### src/pn_pkg.sv
// ----------------------------------------------------------------------------
// pn_pkg
// Shared codes, characters and controller/datapath interface types for the
// path normalizer.
// ----------------------------------------------------------------------------
package pn_pkg;

    localparam logic [1:0] ST_OK      = 2'd0;
    localparam logic [1:0] ST_INVALID = 2'd1;
    localparam logic [1:0] ST_RANGE   = 2'd2;

    localparam logic [7:0] CH_NUL   = 8'h00;
    localparam logic [7:0] CH_SLASH = 8'h2f;
    localparam logic [7:0] CH_DOT   = 8'h2e;
    localparam logic [7:0] CH_BSL   = 8'h5c;
    localparam logic [7:0] CH_SPACE = 8'h20;
    localparam logic [7:0] CH_DEL   = 8'h7f;

    localparam logic [6:0] CAP_RESET = 7'd65;

    typedef enum logic [2:0] {
        S_ACCEPT = 3'b001,
        S_FETCH  = 3'b010,
        S_LOAD   = 3'b100
    } t_state;

    typedef struct packed {
        logic in_ready;
        logic load;
    } t_cmd;

    typedef struct packed {
        logic path_done;
        logic out_free;
        logic err_result;
        logic emit_last;
    } t_stat;

endpackage

### src/pn_ctrl.sv
// ----------------------------------------------------------------------------
// pn_ctrl
// Sequencer: accepts words until a path ends, then drains the result one
// byte per fetch/load pair.
// ----------------------------------------------------------------------------
module pn_ctrl (
    input  logic          i_clk,
    input  logic          i_rst_n,
    input  pn_pkg::t_stat i_stat,
    output pn_pkg::t_cmd  o_cmd
);
    import pn_pkg::*;

    t_state r_state, n_state;

    always_ff @(posedge i_clk) begin
        if (!i_rst_n) begin
            r_state <= S_ACCEPT;
        end else begin
            r_state <= n_state;
        end
    end

    always_comb begin
        n_state        = r_state;
        o_cmd.in_ready = 1'b0;
        o_cmd.load     = 1'b0;
        unique case (r_state)
            S_ACCEPT: begin
                o_cmd.in_ready = 1'b1;
                if (i_stat.path_done) begin
                    n_state = S_FETCH;
                end
            end
            S_FETCH: begin
                n_state = S_LOAD;
            end
            S_LOAD: begin
                if (i_stat.out_free) begin
                    o_cmd.load = 1'b1;
                    if (i_stat.err_result || i_stat.emit_last) begin
                        n_state = S_ACCEPT;
                    end else begin
                        n_state = S_FETCH;
                    end
                end
            end
            default: n_state = S_ACCEPT;
        endcase
    end

endmodule

### src/pn_datapath.sv
// ----------------------------------------------------------------------------
// pn_datapath
// Path store, component start stack, request counters and output register.
// ----------------------------------------------------------------------------
module pn_datapath #(
    parameter int PATH_LIMIT  = 64,
    parameter int LEVEL_LIMIT = 16
) (
    input  logic          i_clk,
    input  logic          i_rst_n,
    input  logic          i_cfg_wen,
    input  logic [6:0]    i_cfg_wdata,
    input  logic          i_valid,
    input  logic [7:0]    i_char,
    input  logic          i_is_path,
    input  pn_pkg::t_cmd  i_cmd,
    output pn_pkg::t_stat o_stat,
    input  logic          i_out_ready,
    output logic          o_out_valid,
    output logic [7:0]    o_char,
    output logic [6:0]    o_len,
    output logic [1:0]    o_status,
    output logic          o_last
);
    import pn_pkg::*;

    localparam int LW  = $clog2(PATH_LIMIT + 2);
    localparam int AW  = $clog2(PATH_LIMIT);
    localparam int VW  = $clog2(LEVEL_LIMIT);
    localparam int SW  = (LW + 1 > 8) ? LW + 1 : 8;
    localparam logic [LW-1:0] LIM   = LW'(PATH_LIMIT);
    localparam logic [LW-1:0] ONE   = LW'(1);
    localparam logic [VW-1:0] VFULL = VW'(LEVEL_LIMIT - 1);

    logic [7:0]    mem [PATH_LIMIT];
    logic [LW-1:0] stack [LEVEL_LIMIT-1];

    logic [6:0]    r_cap;
    logic [LW-1:0] r_ol, n_ol;
    logic [VW-1:0] r_lvl, n_lvl;
    logic [LW-1:0] r_clen, n_clen;
    logic          r_bad, n_bad, r_dots, n_dots;
    logic [LW-1:0] r_sidx, n_sidx;
    logic [1:0]    r_cerr, n_cerr, r_perr, n_perr;
    logic          r_unroot, n_unroot, r_clong, n_clong, r_plong, n_plong;
    logic          r_in_path, n_in_path, r_rel, n_rel;
    logic [1:0]    r_res_st, n_res_st;
    logic [LW-1:0] r_nlen, n_nlen;
    logic [LW-1:0] r_k;
    logic [7:0]    r_rd;
    logic          r_ov;
    logic [7:0]    r_ochar;
    logic [6:0]    r_olen;
    logic [1:0]    r_ost;
    logic          r_olast;

    logic          acc, do_fin, we, push, done;
    logic [AW-1:0] wa;
    logic [7:0]    wd;
    logic [1:0]    err_cur, fin_err, st;
    logic [LW-1:0] ol_eff, fin_ol, nout;
    logic [VW-1:0] lvl_eff, fin_lvl;
    logic          fin_wr;
    logic [SW-1:0] sum;

    assign acc = i_cmd.in_ready && i_valid && (i_is_path == r_in_path);
    assign err_cur = r_in_path ? r_perr : r_cerr;
    assign ol_eff = (r_in_path && r_sidx == '0 && i_char == CH_SLASH) ? ONE : r_ol;
    assign lvl_eff = (r_in_path && r_sidx == '0 && i_char == CH_SLASH) ? '0 : r_lvl;
    assign nout = ol_eff + ((ol_eff != ONE) ? ONE : '0);
    assign sum = SW'(nout) + SW'(r_clen);

    // Close the open component: "." is dropped, ".." pops, others push or error.
    always_comb begin
        fin_err = ST_OK;
        fin_ol  = ol_eff;
        fin_lvl = lvl_eff;
        push    = 1'b0;
        fin_wr  = 1'b0;
        if (r_dots && r_clen == ONE) begin
            fin_err = ST_OK;
        end else if (r_dots && r_clen == LW'(2)) begin
            if (lvl_eff != '0) begin
                fin_lvl = lvl_eff - VW'(1);
                fin_ol  = stack[lvl_eff - VW'(1)];
            end
        end else if (lvl_eff >= VFULL) begin
            fin_err = ST_RANGE;
        end else if (r_bad) begin
            fin_err = ST_INVALID;
        end else if (nout > LIM || sum > SW'(PATH_LIMIT) || sum >= SW'(r_cap)) begin
            fin_err = ST_RANGE;
        end else begin
            push    = 1'b1;
            fin_lvl = lvl_eff + VW'(1);
            fin_ol  = sum[LW-1:0];
            fin_wr  = (ol_eff != ONE) && (ol_eff < LIM);
        end
    end

    always_comb begin
        n_ol = r_ol; n_lvl = r_lvl; n_clen = r_clen; n_bad = r_bad; n_dots = r_dots;
        n_sidx = r_sidx; n_cerr = r_cerr; n_perr = r_perr;
        n_unroot = r_unroot; n_clong = r_clong; n_plong = r_plong;
        n_in_path = r_in_path; n_rel = r_rel; n_res_st = r_res_st; n_nlen = r_nlen;
        do_fin = 1'b0; we = 1'b0; wa = '0; wd = CH_SLASH; done = 1'b0;
        st = ST_OK;
        if (acc) begin
            if (i_char != CH_NUL) begin
                if (r_sidx == '0) begin
                    if (!r_in_path) begin
                        if (i_char != CH_SLASH) n_unroot = 1'b1;
                    end else if (i_char == CH_SLASH) begin
                        n_ol  = ONE;
                        n_lvl = '0;
                    end else begin
                        n_rel = 1'b1;
                    end
                end
                if (r_sidx <= LIM) n_sidx = r_sidx + ONE;
                if (err_cur == ST_OK) begin
                    if (i_char == CH_SLASH) begin
                        do_fin = (r_clen != '0);
                        n_clen = '0;
                        n_bad  = 1'b0;
                        n_dots = 1'b1;
                    end else begin
                        if (sum < SW'(PATH_LIMIT)) begin
                            we = 1'b1;
                            wa = sum[AW-1:0];
                            wd = i_char;
                        end
                        if (i_char < CH_SPACE || i_char == CH_DEL || i_char == CH_BSL) begin
                            n_bad = 1'b1;
                        end
                        if (i_char != CH_DOT) n_dots = 1'b0;
                        if (r_clen <= LIM) n_clen = r_clen + ONE;
                    end
                end
            end else begin
                if (r_sidx == '0 && !r_in_path) n_unroot = 1'b1;
                if (r_sidx > LIM) begin
                    if (r_in_path) n_plong = 1'b1;
                    else n_clong = 1'b1;
                end
                do_fin = (err_cur == ST_OK) && (r_clen != '0);
                n_clen = '0;
                n_bad  = 1'b0;
                n_dots = 1'b1;
                n_sidx = '0;
                n_in_path = 1'b1;
            end
            if (do_fin) begin
                n_ol  = fin_ol;
                n_lvl = fin_lvl;
                if (r_in_path) n_perr = fin_err;
                else n_cerr = fin_err;
                if (fin_wr) begin
                    we = 1'b1;
                    wa = ol_eff[AW-1:0];
                    wd = CH_SLASH;
                end
            end
            if (i_char == CH_NUL && r_in_path) begin
                done = 1'b1;
                priority if (r_cap == 7'd0) st = ST_INVALID;
                else if (n_unroot) st = ST_INVALID;
                else if (n_clong) st = ST_RANGE;
                else if (n_plong) st = ST_RANGE;
                else if (r_sidx == '0 || r_cap < 7'd2) st = ST_INVALID;
                else if (n_rel && n_cerr != ST_OK) st = n_cerr;
                else st = n_perr;
                n_res_st = st;
                n_nlen   = n_ol;
                n_ol = ONE; n_lvl = '0; n_cerr = ST_OK; n_perr = ST_OK;
                n_unroot = 1'b0; n_clong = 1'b0; n_plong = 1'b0;
                n_in_path = 1'b0; n_rel = 1'b0;
            end
        end
    end

    always_ff @(posedge i_clk) begin
        if (we) mem[wa] <= wd;
        if (acc && do_fin && push) stack[lvl_eff] <= ol_eff;
        r_rd <= mem[r_k[AW-1:0]];
        if (acc && done) r_nlen <= n_nlen;
        if (acc && done) r_res_st <= n_res_st;
        if (i_cmd.load) begin
            r_ochar <= (r_res_st != ST_OK) ? CH_NUL : ((r_k == '0) ? CH_SLASH : r_rd);
            r_olen  <= (r_res_st != ST_OK) ? 7'd0 : r_nlen[6:0];
            r_ost   <= r_res_st;
            r_olast <= (r_res_st != ST_OK) || (r_k + ONE == r_nlen);
        end
    end

    always_ff @(posedge i_clk) begin
        if (!i_rst_n) begin
            r_cap <= CAP_RESET;
            r_ol <= ONE; r_lvl <= '0; r_clen <= '0; r_bad <= 1'b0; r_dots <= 1'b1;
            r_sidx <= '0; r_cerr <= ST_OK; r_perr <= ST_OK;
            r_unroot <= 1'b0; r_clong <= 1'b0; r_plong <= 1'b0;
            r_in_path <= 1'b0; r_rel <= 1'b0;
            r_k <= '0; r_ov <= 1'b0;
        end else begin
            if (i_cfg_wen) r_cap <= i_cfg_wdata;
            r_ol <= n_ol; r_lvl <= n_lvl; r_clen <= n_clen; r_bad <= n_bad;
            r_dots <= n_dots; r_sidx <= n_sidx; r_cerr <= n_cerr; r_perr <= n_perr;
            r_unroot <= n_unroot; r_clong <= n_clong; r_plong <= n_plong;
            r_in_path <= n_in_path; r_rel <= n_rel;
            if (acc && done) r_k <= '0;
            else if (i_cmd.load) r_k <= r_k + ONE;
            if (i_cmd.load) r_ov <= 1'b1;
            else if (i_out_ready) r_ov <= 1'b0;
        end
    end

    assign o_stat.path_done  = acc && done;
    assign o_stat.out_free   = !r_ov || i_out_ready;
    assign o_stat.err_result = (r_res_st != ST_OK);
    assign o_stat.emit_last  = (r_k + ONE == r_nlen);

    assign o_out_valid = r_ov;
    assign o_char      = r_ochar;
    assign o_len       = r_olen;
    assign o_status    = r_ost;
    assign o_last      = r_olast;

endmodule

### src/path_normalizer.sv
// ----------------------------------------------------------------------------
// path_normalizer
// Canonical absolute path builder from a directory string and a path string.
// ----------------------------------------------------------------------------
// Usage: feed the current directory bytes (tuser 0) ended by a zero byte,
// then the path bytes (tuser 1) ended by a zero byte, on the s_axis side.
// A word whose tuser does not match the expected string is dropped.
// Input words are taken one per cycle while no result is being drained.
// After the path's zero byte the block emits the normalized path on m_axis,
// one byte per word with tlast on the final one, or a single error word.
// Each result byte is drained as a store read, then an output load.
// The configuration write sets the caller's buffer capacity; it must only
// be changed while the block is idle, which the block itself does not
// enforce. Reset restores capacity 65 and empties all request state.
// When the receiver stalls, the output word holds and the drain waits;
// the next request may start as soon as the last word is loaded.
// ----------------------------------------------------------------------------
module path_normalizer #(
    parameter int PATH_LIMIT  = 64,
    parameter int LEVEL_LIMIT = 16
) (
    input  logic        i_clk,
    input  logic        i_rst_n,
    input  logic        i_cfg_wen,
    input  logic [6:0]  i_cfg_wdata,     // output_capacity
    input  logic        s_axis_tvalid,
    output logic        s_axis_tready,
    input  logic [7:0]  s_axis_tdata,    // [7:0] char_in
    input  logic        s_axis_tuser,    // is_path
    output logic        m_axis_tvalid,
    input  logic        m_axis_tready,
    output logic [15:0] m_axis_tdata,    // [7:0] char_out, [14:8] result_length
    output logic [1:0]  m_axis_tuser,    // status
    output logic        m_axis_tlast     // last_out
);
    import pn_pkg::*;

    t_cmd       cmd;
    t_stat      stat;
    logic [7:0] ch;
    logic [6:0] len;

    pn_ctrl u_ctrl (
        .i_clk   (i_clk),
        .i_rst_n (i_rst_n),
        .i_stat  (stat),
        .o_cmd   (cmd)
    );

    pn_datapath #(
        .PATH_LIMIT  (PATH_LIMIT),
        .LEVEL_LIMIT (LEVEL_LIMIT)
    ) u_dp (
        .i_clk       (i_clk),
        .i_rst_n     (i_rst_n),
        .i_cfg_wen   (i_cfg_wen),
        .i_cfg_wdata (i_cfg_wdata),
        .i_valid     (s_axis_tvalid),
        .i_char      (s_axis_tdata),
        .i_is_path   (s_axis_tuser),
        .i_cmd       (cmd),
        .o_stat      (stat),
        .i_out_ready (m_axis_tready),
        .o_out_valid (m_axis_tvalid),
        .o_char      (ch),
        .o_len       (len),
        .o_status    (m_axis_tuser),
        .o_last      (m_axis_tlast)
    );

    assign s_axis_tready = cmd.in_ready;
    assign m_axis_tdata  = {1'b0, len, ch};

endmodule
### config.mk
export PLATFORM = sky130hd
export DESIGN_NAME = path_normalizer
export DESIGN_NICKNAME = d
export VERILOG_FILES = /design/src/pn_pkg.sv /design/src/pn_ctrl.sv /design/src/pn_datapath.sv /design/src/path_normalizer.sv
export SDC_FILE = /design/constraint.sdc
export NUM_CORES = 1
export LEC_CHECK = 0
export ABC_AREA = 1
export BUFFER_PORTS_ARGS = -buffer_cell sky130_fd_sc_hd__buf_4
export CAP_MARGIN = 20
export CORE_UTILIZATION = 25
export CTS_BUF_LIST = sky130_fd_sc_hd__clkbuf_8 sky130_fd_sc_hd__clkbuf_16
export DETAILED_ROUTE_END_ITERATION = 8
export SETUP_SLACK_MARGIN = 0.3
export SYNTH_ARGS = -nofsm -noshare
export SYNTH_HDL_FRONTEND = slang
export SYNTH_SLANG_ARGS = --single-unit
### constraint.sdc
create_clock -name i_clk -period 13.98 [get_ports i_clk]
set_input_delay 1.398 -clock i_clk [delete_from_list [all_inputs] [get_ports i_clk]]
set_output_delay 1.398 -clock i_clk [all_outputs]
set_load 0.01 [all_outputs]
# Word level (Yosys, flattened, before mapping)
# Memories as Yosys holds them, arrays and structs flattened. A register that Yosys moved wholly into a read port is not among the register bits.
# Cells that the tools add are included.
# op_classes
n_addsub	7
order_cmp	11
n_eq_ne	21
muxes	135
n_bitwise	1
n_reduce_logical	49
# ops
cell	count
2-to-1 mux 7 bit	19
2-to-1 mux 1 bit	67
2-to-1 mux 8 bit	7
2-to-1 mux 4 bit	13
2-to-1 mux 6 bit	8
2-to-1 mux 2 bit	18
adder 7 x 1 -> 7 bit (second input constant)	3
zero test 7 bit	3
== test 8 x 7 -> 1 bit (second input constant)	2
!= test 8 x 6 -> 1 bit (second input constant)	2
> comparator 7 bit (second input constant)	2
less-or-equal comparator 7 bit (second input constant)	2
logical AND 1 bit	14
AND reduction 3 bit	4
nonzero test 3 bit	4
!= test 2 bit (second input constant)	5
!= test 3 x 2 -> 1 bit (second input constant)	3
case mux 3 bit (3 select lines)	1
adder 7 x 7 -> 8 bit	1
== test 8 x 6 -> 1 bit (second input constant)	1
greater-or-equal comparator 8 x 7 -> 1 bit	1
> comparator 8 x 7 -> 1 bit (second input constant)	1
zero test 8 bit	1
less-than comparator 8 x 6 -> 1 bit (second input constant)	1
27 further kinds	41
# totals
ff_bits	81
mem_bits_rw	617
out_inout_bits	21
word_cells	250
memories	2
# memory_table
name	depth	word_bits	read_ports	rd_clocked_by_memory_dff	write_ports	line_no	rtl
u_dp.mem	64	8	1	1	1	pn_datapath.sv:35	logic [7:0] mem [PATH_LIMIT];
u_dp.stack	15	7	1	0	1	pn_datapath.sv:36	logic [LW-1:0] stack [LEVEL_LIMIT-1];

# Logic depth before layout (Yosys ltp)
# Gate-level depths: netlist of run 1.
# depth
word_depth	25
depth_mapped	36

# By module
# From an unflattened synthesis of run 1, not the netlist that was laid out.
# hier_totals
hier_cells	2623
hier_area_um2	29883.7
# modules_own_cells
mod	instances	cells_per_inst	area_each_um2	seq_area_each_um2
pn_datapath	1	2593	29692.2	20519.7
pn_ctrl	1	28	180.2	60.1
path_normalizer	1	2	11.3	0.0

# Worst setup path after synthesis of run 1
# No wires, ideal clock.
# synth_path
kind	input port to flip-flop
startpoint	input port s_axis_tdata[2]
endpoint	memory u_dp.mem[0][4] (data pin)
setup_time_ns	0.500
arrival_ns	6.218
required_time_ns	13.480
setup_slack_ns	7.262
path_stages	25
path_buffers	0
cell_sequence	nand2_1 -> inv_1 -> nand2_1 -> inv_1 -> nand2_2 -> nor2_4 -> nor2_1 -> nor3_1 -> nand4_1 -> ha_1 -> nand4_1 -> nor2_1 -> nand2_1 -> nand2_1 -> inv_1 -> ha_1 -> a21oi_1 -> o21a_1 -> o21ai_0 -> xor2_1 -> nor2_1 -> nand3_1 -> nor2_1 -> inv_1 -> nor2_1
# synth_via
elab_chain_cells	18
word_cells_on_any_way	34
# synth_rtl
element	line_no	rtl
start: declaration	path_normalizer.sv:28	input logic [7:0] s_axis_tdata,
== test 8 x 6 -> 1 bit (*)	pn_datapath.sv:68	assign ol_eff = (r_in_path && r_sidx == '0 && i_char == CH_SLASH) ? ONE : r_ol;
logical AND 1 bit (*)	pn_datapath.sv:68	
2-to-1 mux 7 bit (*)	pn_datapath.sv:68	
net u_dp.ol_eff[2]	pn_datapath.sv:61	logic [LW-1:0] ol_eff, fin_ol, nout;
!= test 7 x 1 -> 1 bit	pn_datapath.sv:70, pn_datapath.sv:97	
2-to-1 mux 1 bit	pn_datapath.sv:70	assign nout = ol_eff + ((ol_eff != ONE) ? ONE : '0);
adder 7 bit	pn_datapath.sv:70	
adder 7 x 7 -> 8 bit	pn_datapath.sv:71	assign sum = SW'(nout) + SW'(r_clen);
[4 not listed]	--	
2-to-1 mux 1 bit	pn_datapath.sv:89	end else if (r_bad) begin
2-to-1 mux 1 bit	pn_datapath.sv:87	end else if (lvl_eff >= VFULL) begin
2-to-1 mux 1 bit	pn_datapath.sv:82	end else if (r_dots && r_clen == LW'(2)) begin
2-to-1 mux 1 bit	pn_datapath.sv:80	if (r_dots && r_clen == ONE) begin
2-to-1 mux 8 bit	pn_datapath.sv:158	if (fin_wr) begin
2-to-1 mux 8 bit (*)	pn_datapath.sv:153	if (do_fin) begin
2-to-1 mux 8 bit (*)	pn_datapath.sv:108	if (acc) begin
net u_dp.wd[4]	pn_datapath.sv:59	logic [7:0] wd;
end: declaration	pn_datapath.sv:35	
# The timed path passes the listed nets; every way through them passes the cells marked *. The select of a mux whose other input is x is not followed.

# Worst setup path in the final report of run 1
# layout_path
startpoint	input port s_axis_tdata[2]
endpoint	memory u_dp.mem[23][0], enable pin
# layout_via
elab_chain_cells	20
word_cells_on_any_way	43
# layout_rtl
element	line_no	rtl
== test 8 x 6 -> 1 bit (*)	pn_datapath.sv:68	
logical AND 1 bit (*)	pn_datapath.sv:68	
2-to-1 mux 7 bit (*)	pn_datapath.sv:68	
net u_dp.ol_eff[5]	pn_datapath.sv:61	
!= test 7 x 1 -> 1 bit	pn_datapath.sv:70, pn_datapath.sv:97	
2-to-1 mux 1 bit	pn_datapath.sv:70	
adder 7 bit	pn_datapath.sv:70	
adder 7 x 7 -> 8 bit	pn_datapath.sv:71	
[5 not listed]	--	
2-to-1 mux 1 bit	pn_datapath.sv:87	
2-to-1 mux 1 bit	pn_datapath.sv:82	
2-to-1 mux 1 bit	pn_datapath.sv:80	
2-to-1 mux 1 bit	pn_datapath.sv:158	
2-to-1 mux 1 bit	pn_datapath.sv:153	
2-to-1 mux 1 bit	pn_datapath.sv:108	
2-to-1 mux 1 bit	pn_datapath.sv:183	if (we) mem[wa] <= wd;
2-to-1 mux 1 bit (implied by the code)	pn_datapath.sv:183	
# Marked as above.

==> results, run 1 <==
- Static timing analysis puts the maximum clock frequency at 135 MHz.
- Of the total power, the share spent switching nets is 21.4%.
- The critical path start-end classification is input port to flip-flop.
- The number of slew-limit violations in the final report is 0.
- The total number of H-tree levels is 3.
- The critical path's most frequent cell is nand2_1.
- The count of maximum capacitance violations is 0.
- The source of the worst hold timing path is u_dp.r_plong.
- Ranked by total cell area, the synthesized netlist is headed by edfxtp_1 (66%), a21oi_1 (4.4%), dfxtp_1 (4.2%), nor2_1 (3.8%), nand2_1 (3.7%).
- The worst path in the final design needs a cycle of 7.41 ns, including I/O delays and setup.
- The relative contribution of sequential cells to total power is 52.8%.
- Cells with a size suffix above 1 make up 9.27% of the layout.
- The number of gates resized after cts is 0.
- The number of antenna violations at the first check in global routing is 2.
- The critical path buffer and inverter count is 5.
- The total overflow left after global routing is 0.
- Of the total power, combinational logic draws 3.2%.
- The number of nets in the layout is 2548.
- Synthesis handed over a netlist of 2489 instances.
- The later pin in the worst-skew pair is clocked with a latency of 0.64 ns.
- The maximum vdd drop is 0.0000977 V.
- The total placed cells including tap cells is 3949.
- The cell count of the worst hold path is 2.
- The power share of the clock group is 44.0%.
- Data on the critical path is required at its endpoint by 14.22 ns.
- The number of global-route vias before repair is 19300.
- The endpoint identified for the worst register-to-register timing path is u_dp.mem[23][0].
- Detailed placement finished with a half-perimeter wire length of 48300 um.
- The kind of capture point of the worst setup path is a flip-flop.
- The footprint of the multi-input gates is 7830 um2.
- The actual slew at the worst max-slew pin is 1.08 ns.
- The flip-flop and latch area is 20600 um2.
- From bottom edge to top edge, the die measures 345 um.
- Entering global routing, the biggest net connects 86 pins.
- Counting flops and latches in the post-synthesis netlist gives 706.
- Averaged over all synthesized cells, the footprint is 11.8 um2.
- The number of different library cells in the post-synthesis netlist is 43.
- The core area is 116000 um2.
- The width of the die is 345 um.
- Measured in cells, the most critical reg-to-reg path has a length of 33.
- The first-pass GRT wire length is 121000 um.
- The aggregate routed wire length is 81000 um.
- The total CTS buffers is 71.
- The total routing usage reported by global routing is 13.2%.
- The post-synthesis net count is 2538.
- The number of clock sinks is 706.
- The post-synth design cell area is 29400 um2.
- The cell taking the most area after synthesis is edfxtp_1.
- The die covers 119000 um2.
- Setup slack on the worst reg-to-reg path comes out at 6.89 ns.
- For this block, the initial DRC count from the detailed router was 2417.
- In the final routed layout, each cell accounts on average for 19.8 um.
- The number of hold violations in the final report is 0.
- The floorplan has 125 rows.
- The area growth from synthesis to layout is 14.8%.
- 0 antenna diodes ended up in the layout.
- The clock tree skew after final layout is 0.0392 ns.
- The count of port buffers added during placement is 40.
- The number of filler instances in the final layout is 11900.
- The beginning of the worst register-to-register path is u_dp.r_sidx[0].
- Setup violations remaining at the end of the flow were counted as 0.
- The normalized max-slew margin is 27.8%.
- The clock tree from TritonCTS is yes.
- The post-CTS setup buffer count is 0.
- The dominant delay contributor by cell family on the critical path is simple AND/OR/NAND/NOR gates.
- Using the TritonRoute via totals, the vias-per-cell ratio works out to 4.90.
- For the worst setup path, the data arrival time is 7.65 ns.
- Setup repair after global routing left no endpoint under its margin.
- The final routed DRC violation total is 0.
- The final critical-path share of the clock period is 53.0%.
- Power spread over the standard cell area amounts to 130 nW/um2.
- In this run the deepest clock path goes through 3 buffers.
- The finished layout holds 4081 standard cells, fillers aside.
- The number of detailed-route iterations in the first pass is 5.
- The starting utilization of the core area is 25.3%.
- For this run, asynchronously set or reset flops after synthesis account for 0%.
- The flow ran to the end, and the final reports show no timing, DRC or antenna violations.
- The path with the worst hold slack has its endpoint at u_dp.r_plong.
- The startpoint type of the worst setup path is an input port.
- The count of warnings emitted by yosys is 0.
- For this run, the register share of the synthesized area comes to 70.0%.
- The vias after detailed routing is 20000.
- Among all flip-flop cells after synthesis, the most frequent one is edfxtp_1.
- The peak fanout along the critical path is 23.
- The power spent charging and discharging nets is 938 uW.
- The min-delay analysis places its worst path in the category flip-flop to flip-flop.
- The congestion estimate from routability-driven global placement came to 0.896.
- The clock edge transition at the registers on the reported setup and hold paths is 0.06 ns.
- The setup total negative slack is 0 ns.
- In this run, post-CTS hold repair placed 0 buffers.
- The area share of the largest cell type after synthesis is 65.7%.
- The cell-internal power is 3440 uW.
- The count of antenna-violating nets left after detailed routing is 0.
- The cell sitting at the root of the clock tree is a clkbuf_16.
- The number of flops mapped to enable cells by yosys is 644.
- In this run the count of I/O pins placed on the die edge is 42.
- The critical path's slowest cell is nor2_1.
- For this design the static power due to leakage is 0.0114 uW.
- The delay contributed by the slowest stage of the critical path is 0.72 ns.
cells in the mapped netlist, types with 6 or more instances:
cell type / number
dfxtp_1: 62
a21oi_1: 259
clkbuf_1: 120
nor2_2: 7
buf_1: 10
nor2_1: 301
edfxtp_1: 644
o22ai_1: 36
o211ai_1: 13
ha_1: 27
inv_1: 132
nor3_1: 20
nand4_1: 20
nand3_1: 112
o21ai_0: 214
o221ai_1: 112
inv_2: 7
a31oi_1: 10
nand3_2: 6
nand2_1: 292
xor2_1: 15
nand2_2: 14
nor2_4: 6
power groups by stage:
stage | combinational (uW) | clock [uW] | sequential (uW)
global placement | 137 | 0 | 2360
floorplan | 78.8 | 0 | 2360
finish | 139 | 1930 | 2310
global route | 151 | 2030 | 2310
detailed placement | 138 | 0 | 2360
CTS | 138 | 1950 | 2310
how the worst max path moves through the flow:
stage / cells after the start / slack, ns / startpoint / to
after global placement: 34 / 5.98 / s_axis_tdata[2] / u_dp.mem[39][3]
after global routing: 33 / 5.96 / s_axis_tdata[2] / u_dp.mem[51][6]
after floorplan: 25 / 7.26 / s_axis_tdata[2] / u_dp.mem[0][4]
final: 34 / 6.57 / s_axis_tdata[2] / u_dp.mem[23][0]
after CTS: 34 / 6.50 / s_axis_tdata[2] / u_dp.mem[23][1]
after detailed placement: 34 / 5.84 / s_axis_tdata[2] / u_dp.mem[47][2]
metal layers:
layer	up-vias	part of all wire [%]	track usage, %
li1	9140	-	-
met1	9862	44	18.2
met2	894	46	21.0
met3	119	7.8	1.99
met4	0	2.7	4.60
met5	-	0	0
sequential cells by signal, summed over array words and instances (netlist names), 2 cells and up:
register        flops
u_dp.mem          512
u_dp.stack        105
u_dp.o_char         8
u_dp.r_rd           8
u_dp.o_len          7
u_dp.r_cap          7
u_dp.r_clen         7
u_dp.r_k            7
u_dp.r_nlen         7
u_dp.r_ol           7
u_dp.r_sidx         7
u_dp.r_lvl          4
u_ctrl.r_state      3
u_dp.o_status       2
u_dp.r_cerr         2
u_dp.r_perr         2
u_dp.r_res_st       2
area by class of cell:
type,instances,share of cell area [%]
timing repair buffer,71,1.59
tap,1524,5.65
clock buffer,75,5.49
clock inverter,56,1.51
sequential,706,61.0
inverter,144,1.61
multi-input combinational,1505,23.2
cell families after synthesis:
| kind of cell | synth area share [%] |
|---|---|
| AO/OA/AOI/OAI | 13.4 |
| XOR/XNOR | 0.566 |
| adder cells (fa/ha/maj) | 1.22 |
| buffers and inverters | 3.57 |
| flip-flops | 70.0 |
| other | 0.0127 |
| AND/OR/NAND/NOR | 11.3 |
worst reg2reg max path: cells and delay by family, from the launching register on:
| kind | cells | cell delay (ns) |
|---|---|---|
| AO/OA/AOI/OAI | 2 | 0.41 |
| adder cells (fa/ha/maj) | 4 | 1.11 |
| AND/OR/NAND/NOR | 23 | 4.27 |
| XOR/XNOR | 1 | 0.33 |
| flip-flops | 1 | 0.37 |
| buffers and inverters | 3 | 0.22 |
layout by cell type (no fill, tap or decap), types with 3 or more instances in the layout:
cell and instances:
nand2_2 16, nor2_2 9, o211ai_1 13, buf_4 70, o21ai_1 4, nand3_1 112, o31ai_1 5, dfxtp_1 59
nand4_1 20, inv_1 140, inv_2 8, bufinv_16 7, nand3_2 6, clkinv_4 3, o21a_1 4, clkbuf_16 73
edfxtp_1 644, nand2_1 288, ha_1 27, a21oi_1 259, clkinvlp_4 6, xor2_1 15, a211oi_1 5, nor2_1 296
nor2_4 9, clkinv_2 11, nor3_1 20, a21boi_0 3, o22ai_1 36, xnor2_1 4, clkinv_1 18, o221ai_1 112
o21ai_0 213, or2_2 4, a31oi_1 10
stage by stage:
step           hold WS (ns)  instance area, um2  setup WS (ns)  utilization, %  total power [uW]
4_1_cts               0.431               33800           6.50            29.0              4410
3_5_place_dp          0.421               31400           5.84            27.0              2500
3_3_place_gp          0.419               31400           5.98            27.0              2500
2_1_floorplan         0.409               29400           7.26               -              2440
5_1_grt               0.476               33800           5.96            29.0              4500
6_report              0.429               33800           6.57            29.0              4380
(Power assumes the default switching activity.)
==> run 2, diff against run 1 <==
--- a/config.mk
+++ b/config.mk
@@ -5,7 +5,7 @@
 export SDC_FILE = /design/constraint.sdc
 export NUM_CORES = 1
 export LEC_CHECK = 0
-export ABC_AREA = 1
+export ABC_AREA = 0
 export BUFFER_PORTS_ARGS = -buffer_cell sky130_fd_sc_hd__buf_4
 export CAP_MARGIN = 20
 export CORE_UTILIZATION = 25
==> constraint.sdc (replaced) <==
create_clock -name i_clk -period 7.5 [get_ports i_clk]
set_input_delay 0.75 -clock i_clk [delete_from_list [all_inputs] [get_ports i_clk]]
set_output_delay 0.75 -clock i_clk [all_outputs]
set_load 0.01 [all_outputs]
==> run 2 against run 1 <==
Effect of this change:
- cell count decreased by 16%
- die area rose by 1.0%
- largest cell class unchanged
- clock skew fell by 0.0084 ns
- total power rose by 84%
- non-clock buffer count rose by 51
- clock power is 88% higher
- first-iteration DRC count shrank 38%
- final area up 2.8%
==> results, run 2 <==
- The critical path's slowest cell is o311ai_0 (was nor2_1).
- The width of the die is 347 um (was 345 um).
- The area share of the largest cell type after synthesis came to 65.1% (was 65.7%).
- The number of global-route vias before repair is 16700 (was 19300).
- The final-report setup violation count is 0 (unchanged).
- The critical path start-end classification is flip-flop to flip-flop (was input port to flip-flop).
- The non-filler instance count after layout came to 3429 (was 4081).
- The most frequent cell after synthesis is edfxtp_1 (unchanged).
- The number of flip-flops and latches in the synthesized netlist is 706 (unchanged).
- The aggregate routed wire length is 73400 um (was 81000 um).
- The count of maximum capacitance violations is 0 (unchanged).
- The pin count of the biggest net entering global routing is 89 (was 86).
- The leading register cell type out of synthesis is edfxtp_1 (unchanged).
- The count of antenna-violating nets left after detailed routing is 0 (unchanged).
- The delay contributed by the slowest stage of the critical path is 0.74 ns (was 0.72 ns).
- The number of core rows is 126 (was 125).
- The required time at the worst-slack endpoint came to 7.79 ns (was 14.22 ns).
- The core area is 118000 um2 (was 116000 um2).
- The die span in y is 347 um (was 345 um).
- The first-pass GRT wire length was 110000 um (was 121000 um).
- The most frequent standard cell in the layout excluding fill and tap cells is edfxtp_1 (unchanged).
- The number of detailed-route iterations in the first pass is 5 (unchanged).
- The data arrival time at the worst-slack endpoint came to 7.21 ns (was 7.65 ns).
- The setup total negative slack is 0 ns (unchanged).
- The kind of capture point of the worst setup path is a flip-flop (unchanged).
- The area added between synthesis and finish is 16.8% (was 14.8%).
- The total number of H-tree levels is 3 (unchanged).
- The total CTS buffers is 71 (unchanged).
- The number of DRC violations after detailed-routing iteration 0 came to 1487 (was 2417).
- Run status: finished clean (unchanged).
- The number of hold violations in the final report is 0 (unchanged).
- The total placed cells including tap cells is 3295 (was 3949).
- The share of flip-flops with an asynchronous set or reset came to 0% (unchanged).
- The maximum vdd drop is 0.000195 V (was 0.0000977 V).
- The total routing usage reported by global routing is 12.0% (was 13.2%).
- The weighted congestion reported at the end of routability-driven placement is 0.912 (was 0.896).
- Unrepaired setup endpoints after global routing: true (was false).
- The number of slew-limit violations in the final report is 0 (unchanged).
- The detailed placement HPWL is 48100 um (was 48300 um).
- The total grt overflow was 0 (unchanged).
- The average cell area after synthesis is 17.2 um2 (was 11.8 um2).
- The source of the worst hold timing path is i_cfg_wdata[6] (was u_dp.r_plong).
- The normalized max-slew margin is 21.3% (was 27.8%).
- The leakage power figure is 0.0107 uW (was 0.0114 uW).
- Biggest registers after layout: u_dp.mem: 512 flops, u_dp.stack: 105 flops (unchanged).
- Derived from the worst setup path, the maximum achievable clock frequency is 144 MHz.
- The clock edge transition at the registers on the reported setup and hold paths is 0.06 ns (about the same).
- The count of warnings emitted by yosys came to 0 (unchanged).
- Top cell types by occurrence after synthesis: edfxtp_1 (644), mux4_2 (186), nor2_1 (121) (was edfxtp_1 (644), nor2_1 (301), nand2_1 (292)).
- The path category of the worst min-delay check is input port to flip-flop (was flip-flop to flip-flop).
- The post-synthesis net count is 1782 (was 2538).
- The final critical path takes up 92.3% of the cycle.
- Top cells by area in the synthesized netlist: edfxtp_1 (65%), mux4_2 (14%), dfxtp_1 (4.2%), nor2_1 (1.5%), nand2_1 (1.2%) (was edfxtp_1 (66%), a21oi_1 (4.4%), dfxtp_1 (4.2%), nor2_1 (3.8%), nand2_1 (3.7%)).
- The cell taking the most area after synthesis is edfxtp_1 (unchanged).
- The flip-flop count of the largest register after layout is 512 (unchanged).
- The clock tree from TritonCTS is yes (unchanged).
- The number of filler instances in the final layout is 11500 (was 11900).
- The number of antenna violations at the first check in global routing is 1 (was 2).
- The actual slew at the worst max-slew pin is 1.18 ns (was 1.08 ns).
- The dominant delay contributor by cell family on the critical path is compound AO/OA/AOI/OAI gates (was simple AND/OR/NAND/NOR gates).
- Most used cells in the layout excluding fill and tap cells: edfxtp_1 (644), mux4_2 (186), nor2_1 (120), buf_4 (118), nand2_1 (92) (was edfxtp_1 (644), nor2_1 (296), nand2_1 (288), a21oi_1 (259), o21ai_0 (213)).
- The clock insertion delay at the later pin of the skew report is 0.64 ns (about the same).
- The critical path buffer and inverter count is 4 (was 5).
- The beginning of the worst register-to-register path is u_dp.r_sidx[0] (unchanged).
- The clock tree skew after final layout is 0.0308 ns (was 0.0392 ns).
- The peak fanout along the critical path came to 16 (was 23).
- The average vias per placed instance is 4.79 (was 4.90).
- The vias after detailed routing is 16400 (was 20000).
- The overall die area is 120000 um2 (was 119000 um2).
- The startpoint type of the worst setup path was a flip-flop (was input port).
- The final routed DRC violation total is 0 (unchanged).
- The power density over cell area is 232 nW/um2 (was 130 nW/um2).
- After layout, the minimum clock period comes to 6.92 ns.
- The number of different library cells in the post-synthesis netlist is 83 (was 43).
- The starting utilization of the core area is 25.2% (was 25.3%).
- The total I/O pin count is 42 (unchanged).
- The number of flops mapped to enable cells by yosys is 644 (unchanged).
- The buffer depth of the longest clock path is 3 (unchanged).
- The clock root buffer is clkbuf_16 (unchanged).
- The start point of the critical path is u_dp.r_sidx[0] (was s_axis_tdata[2]).
- The number of cells produced by synthesis is 1733 (was 2489).
- The post-synth design cell area is 29700 um2 (was 29400 um2).
- The register with the most flip-flops is u_dp.mem (unchanged).
- The share of synthesized area occupied by flip-flops and latches was 69.2% (was 70.0%).
- The average routed wire per standard cell was 21.4 um (was 19.8 um).
- The number of clock sinks is 706 (unchanged).
- The share of cells above drive strength 1 is 24.7% (was 9.27%).
- The count of port buffers added during placement is 40 (unchanged).
- The number of antenna cells inserted is 0 (unchanged).
- The number of nets in the layout is 1884 (was 2548).
-- run 2: cells by family (layout without fill, tap and decap cells) --
group / after synthesis / after routing / synth area share (%)
flops: 706 / 706 / 69.2
fa+ha+maj: 28 / 28 / 1.20
simple gates: 418 / 418 / 6.97
xor+xnor: 32 / 32 / 0.943
buf+inv: 130 / 290 / 1.73
other cells: 1 / 1 / 0.0126
mux: 197 / 197 / 14.5
compound gates: 221 / 221 / 5.45
-- run 2: worst paths after layout --
path | cells past startpoint | to | slack, ns
hold reg to reg | 1 | u_ctrl.r_state[2] | 0.46
setup / recovery | 26 | u_dp.mem[3][4] | 0.58
hold / removal | 3 | u_dp.r_cap[6] | 0.34
setup reg to reg | 26 | u_dp.mem[3][4] | 0.58
-- run 2: layout make-up --
cell class / instances / area (um2) / share of cell area, %
clock inverters: 57 / 607 / 1.75
repair buffers: 122 / 968 / 2.79
multi-input cells: 897 / 8680 / 25.0
inverters: 37 / 141 / 0.407
flip-flops and latches: 706 / 20600 / 59.3
clock buffers: 74 / 1820 / 5.24
well taps: 1536 / 1920 / 5.53
-- run 2: power by group --
group | switching [uW] | internal [uW]
logic | 114 | 41.3
clock network | 1560 | 2070
registers | 5.26 | 4270
total | 1680 | 6390
-- run 2: timing repair --
action                                  4_1_cts  5_1_grt
setup buffers                                 0        0
endpoints found under the setup margin        0      138
hold buffers                                  0        0
resized for setup                             0        5
-- run 2: worst reg2reg max path: cells and delay by family, from the launching register on --
family | cells | cell delay, ns
DFF | 1 | 0.33
and+or+nand+nor | 9 | 1.47
AOI/OAI and AO/OA | 8 | 2.93
adders and majority gates | 4 | 1.09
buffers and inverters | 4 | 0.60
xor gates and xnor gates | 1 | 0.17
-- run 2: routing by layer --
layer	GRT usage, %	vias up	part of all wire [%]
li1	-	7197	-
met1	15.2	8495	41
met2	20.4	619	50
met3	2.14	129	6.6
met4	4.52	0	3.0
met5	0	-	0
-- run 2: per-stage QoR --
stage	area [um2]	total power (uW)	hold slack (ns)	utilization, %	setup WS, ns
final	34700	8060	0.336	29.4	0.579
after global routing	34700	8290	0.331	29.4	0.254
after detailed placement	32200	4520	0.447	27.3	0.0714
after global placement	32200	4510	0.428	27.3	0.149
after floorplan	29700	4450	0.418	-	0.562
after CTS	34600	8130	0.308	29.4	0.471
